<file path="src/rtl/scsa_pkg.sv">
// ----------------------------------------------------------------------------
// scsa_pkg
// Shared types and constants for the size-class slab allocator.
// ----------------------------------------------------------------------------
package scsa_pkg;

    localparam int MAX_HANDLES = 1024;
    localparam int MAX_COMP    = 16;
    localparam int NUM_CLASSES = 10;
    localparam int HW          = $clog2(MAX_HANDLES);
    localparam int CW          = 4;
    localparam int STK_DEPTH   = NUM_CLASSES * MAX_HANDLES;
    localparam int STK_AW      = $clog2(STK_DEPTH);
    localparam logic [15:0] NO_HANDLE = 16'hFFFF;

    typedef enum logic [1:0] {
        CMD_ALLOC  = 2'd0,
        CMD_FREE   = 2'd1,
        CMD_LOOKUP = 2'd2,
        CMD_NONE   = 2'd3
    } cmd_t;

    typedef enum logic [2:0] {
        ST_OK       = 3'd0,
        ST_TOO_BIG  = 3'd1,
        ST_OOM      = 3'd2,
        ST_BAD      = 3'd3,
        ST_IGNORED  = 3'd4,
        ST_NO_HDL   = 3'd5
    } status_t;

    localparam logic [1:0] REG_MAX_COMP = 2'd0;
    localparam logic [1:0] REG_PAGES    = 2'd1;
    localparam logic [1:0] REG_PAGE_L2  = 2'd2;

    // classified request handed from front to back
    typedef struct packed {
        cmd_t        cmd;
        logic        too_big;
        logic [3:0]  cls;
        logic [31:0] size;
        logic [15:0] hnd;
    } req_t;

endpackage

</file>
<file path="src/rtl/scsa_front.sv">
// ----------------------------------------------------------------------------
// scsa_front
// Accepts commands, rounds sizes to a class and queues the request.
// ----------------------------------------------------------------------------
module scsa_front (
    input  logic                 clk,
    input  logic                 rst_n,
    input  logic                 start,
    input  logic [1:0]           command,
    input  logic [31:0]          requested_size,
    input  logic [15:0]          handle,
    output logic                 busy,
    output scsa_pkg::req_t       q_data,
    output logic                 q_valid,
    input  logic                 q_pop
);
    import scsa_pkg::*;

    req_t q_reg [2];
    logic wp_reg, rp_reg;
    logic [1:0] cnt_reg;
    req_t cls_req;

    always_comb
    begin
        cls_req.cmd     = cmd_t'(command);
        cls_req.size    = requested_size;
        cls_req.hnd     = handle;
        cls_req.too_big = 1'b1;
        cls_req.cls     = 4'd0;
        for (int c = NUM_CLASSES - 1; c >= 0; c--)
        begin
            if ({1'b0, requested_size} <= (33'd8192 << c))
            begin
                cls_req.too_big = 1'b0;
                cls_req.cls     = 4'(c);
            end
        end
    end

    assign busy    = (cnt_reg == 2'd2);
    assign q_valid = (cnt_reg != 2'd0);
    assign q_data  = q_reg[rp_reg];

    always_ff @(posedge clk)
    begin
        if (start && !busy)
        begin
            q_reg[wp_reg] <= cls_req;
        end
    end

    always_ff @(posedge clk or negedge rst_n)
    begin
        if (!rst_n)
        begin
            wp_reg  <= 1'b0;
            rp_reg  <= 1'b0;
            cnt_reg <= 2'd0;
        end
        else
        begin
            if (start && !busy)
            begin
                wp_reg <= ~wp_reg;
            end
            if (q_pop)
            begin
                rp_reg <= ~rp_reg;
            end
            cnt_reg <= cnt_reg + 2'(start && !busy) - 2'(q_pop);
        end
    end

endmodule

</file>
<file path="config.mk">
export PLATFORM = sky130hd
export DESIGN_NAME = scsa_front
export DESIGN_NICKNAME = d
export VERILOG_FILES = /design/src/rtl/scsa_pkg.sv /design/src/rtl/scsa_front.sv
export SDC_FILE = /design/constraint.sdc
export NUM_CORES = 1
export LEC_CHECK = 0
export BUFFER_PORTS_ARGS = -buffer_cell sky130_fd_sc_hd__buf_2
export CORE_AREA = 2 2 107 109
export CTS_CLUSTER_DIAMETER = 60
export DETAILED_ROUTE_END_ITERATION = 12
export DIE_AREA = 0 0 109 111
export MAX_ROUTING_LAYER = met4
export SYNTH_ARGS = -nofsm -noshare
export SYNTH_HDL_FRONTEND = slang
export SYNTH_SLANG_ARGS = --single-unit
export TNS_END_PERCENT = 50
</file>
<file path="constraint.sdc">
create_clock -name clk -period 5.7 [get_ports clk]
set_clock_uncertainty 0.15 [all_clocks]
set_input_delay 0.855 -clock clk [delete_from_list [all_inputs] [get_ports clk]]
set_output_delay 0.855 -clock clk [all_outputs]
set_load 0.01 [all_outputs]
</file>
==> impl_metrics.csv <==
group,metric,value,unit
clock_network,cts_tree,"done",
floorplanning,core-area,11080,sq um
final_layout,fin_nets,417,
clock_network,cts_max_level,4,
route,detail_route.iter0.violations,111,
power_and_ir_drop,power_leakage,0.002180,uW
final_layout,largest_reg_flops,110,
clock_network,numCtsBuffers,17,
sta,setup-violations-final,0,
flow_run,maxCapViolations,0,
yosys,async_flop_share,0.03509,
floorplanning,initial_core_util,0.4035,
sta,timing.final.hold_violations,0,
floorplanning,fp.dieH,111,um
sta,report.final.slew_viol_count,0,
final_layout,nFillCells,945,
worst_setup_path,worstPathMaxFanout,8,
yosys,synth.avg_cell_area,18.94,sq um
worst_setup_path,crit_family,"simple AND/OR/NAND/NOR gates",
sta,period_needed,3.010,ns
global_routing,grt-ovfl-total,0,
placement,gp_congestion,0.8347,
worst_setup_path,path_buf_inv,1,
route,vias,2500,
worst_setup_path,startpoint_type,"input port",
final_layout,drive_gt1_frac,0.5469,
clock_network,ctsLongestPathBuffers,2,
worst_setup_path,cp_slowest_cell,"or4_1",
run_status,status,"completed",
clock_network,cts_setup_buffers,0,
yosys,syn_nets,292,
floorplanning,dieWidth,109,um
power_and_ir_drop,peakVddDrop,394.1,uV
clock_network,hold_buffers,0,
sta,worst_hold_slack,0.1062,ns
sta,period_share,0.5281,
worst_setup_path,criticalPathCategory,"input port to flip-flop",
sta,rsz0062_at_grt,"false",
global_routing,grt_pass1_wl,12.83,mm
floorplanning,fp-row-count,39,
route,wl_per_cell,15.88,um
yosys,synth_area,4469,sq um
route,ant_nets,0,
worst_setup_path,worstPathArrival,2.99,ns
route,vias_per_cell,4.845,
worst_setup_path,end_kind,"flip-flop",
worst_setup_path,cpPeakStageDelay,0.54,ns
floorplanning,io_pins,111,
global_routing,grt_pass1_vias,2614,
final_layout,area_growth_syn_to_layout,30.85,%
clock_network,cts-resized-gates,0,
final_layout,final_area,5848,sq um
placement,io_buffers,110,
global_routing,antenna_found_initial,0,
yosys,ys_ff_latch,114,
yosys,synth_edf_count,110,
worst_hold_path,hp-class,"input port to async pin",
yosys,yosys_warnings,0,
sta,fmax,332.2,MHz
power_and_ir_drop,power.density,534.9,nW/um^2
placement,post-dp-hpwl,5.148,mm
sta,setup_tns,0,ns
route,dr.pass1.iters,4,
worst_setup_path,cp_cell_sequence,"buf_2, or4_1, nor4_2, nor3b_2, nand3_1, a211o_1, and3_1",
yosys,yosysSeqAreaShare,0.7615,
sta,slew_headroom,0.3132,
final_layout,final_cells,516,
clock_network,clk_transition_reported_paths,0.05,ns
sta,worstMarginPinSlew,1.028,ns
yosys,ys_types,37,
global_routing,track_usage,0.1481,
route,drc_errors,0,
placement,postPlaceCellArea,5204,sq um
clock_network,ctsRootBufferMaster,"clkbuf_16",
clock_network,cts.sinks,114,
yosys,synth_ff_type,"edfxtp_1",
floorplanning,die_area,12100,sq um
placement,placed_cells,485,
worst_setup_path,crit_required,5.68,ns
clock_network,clk_latency,0.39,ns
final_layout,antennaDiodeCount,0,
global_routing,grt_max_degree,57,
yosys,synth_cells,236,
route,wirelength,8.195,mm
-- final timing paths --
kind                       slack, ns                 start                     end  cells after the start
max in group asynchronous       5.16                 rst_n      rp_reg$_DFFE_PN0P_                      1
max reg2reg                     3.27  cnt_reg[1]$_DFF_PN0_  q_reg[0][49]$_DFFE_PP_                      4
min in group clk                0.36  cnt_reg[1]$_DFF_PN0_    cnt_reg[1]$_DFF_PN0_                      1
min                             0.11                 rst_n    cnt_reg[1]$_DFF_PN0_                      1
min reg2reg                     0.36  cnt_reg[1]$_DFF_PN0_    cnt_reg[1]$_DFF_PN0_                      1
max                             2.69    requested_size[29]  q_reg[1][49]$_DFFE_PP_                      7
-- synth_stat cells (all sizes together), types with 2 or more instances --
cell type / number / area share
mux2: 55 / 0.14
o211ai: 2 / 0.0034
nor4: 3 / 0.0056
o21ai: 2 / 0.0022
a21oi: 2 / 0.0022
a211o: 2 / 0.0039
nor2: 5 / 0.0042
nand3: 3 / 0.0034
edfxtp: 110 / 0.74
xnor2: 3 / 0.0059
clkbuf: 6 / 0.0050
and3: 3 / 0.0042
dfrtp: 4 / 0.022
nor3: 2 / 0.0022
ha: 2 / 0.0056
or3: 3 / 0.0056
inv: 5 / 0.0042
o31ai: 2 / 0.0034
nand3b: 2 / 0.0034
mux2i: 2 / 0.0045
nand2: 2 / 0.0017
or4: 4 / 0.0076
nor2b: 2 / 0.0028
-- cell families after synthesis --
kind of cell             after synthesis  share of synthesized area
XOR/XNOR                               4                   0.007840
AND/OR/NAND/NOR                       35                    0.05263
buffers and inverters                 12                    0.01036
AO/OA/AOI/OAI                         12                    0.01904
adder cells (fa/ha/maj)                2                   0.005598
multiplexers                          57                     0.1431
flip-flops                           114                     0.7615
-- placed cells by master (no fill, tap or decap), types with 3 or more instances in the layout --
cell,instances
buf_2,110
buf_4,3
bufinv_16,6
clkbuf_16,17
clkinv_1,3
clkinv_2,3
dfrtp_1,3
edfxtp_1,110
inv_1,5
mux2_2,55
nand3_1,3
nor2_1,4
or4_1,3
xnor2_1,3
-- area by class of cell --
| type | instances | area (sq um) | share of cell area |
|---|---|---|---|
| inverters | 5 | 18.77 | 0.003209 |
| flip-flops and latches | 114 | 3405 | 0.5822 |
| well taps | 143 | 178.9 | 0.03059 |
| clock inverters | 13 | 215.2 | 0.03680 |
| clock buffers | 18 | 429.2 | 0.07338 |
| repair buffers | 113 | 573.1 | 0.09799 |
| multi-input cells | 110 | 1028 | 0.1759 |
-- per-stage QoR --
| stage | worst slack [ns] | util | total power, uW |
|---|---|---|---|
| 6_report | 2.690 | 0.5280 | 3128 |
| 5_1_grt | 2.551 | 0.5280 | 3291 |
| 4_1_cts | 2.693 | 0.5280 | 3184 |
| 3_5_place_dp | 2.319 | 0.4698 | 2021 |
| 3_3_place_gp | 2.388 | 0.4698 | 2010 |
| 2_1_floorplan | 1.829 | - | 1708 |
-- routing by layer --
| layer | vias up | wire, um | track usage |
|---|---|---|---|
| li1 | 1193 | - | - |
| met1 | 1213 | 3615 | 0.1780 |
| met2 | 85 | 3952 | 0.2240 |
| met3 | 9 | 527 | 0.05938 |
| met4 | 0 | 99 | 0.05556 |
| met5 | - | 0 | - |
-- report_power, final --
part	internal, uW	switching, uW
logic	354	434
registers	1150	42.3
clock network	809	338
total	2310	815
No activity file was read; power rests on OpenSTA's default activity.
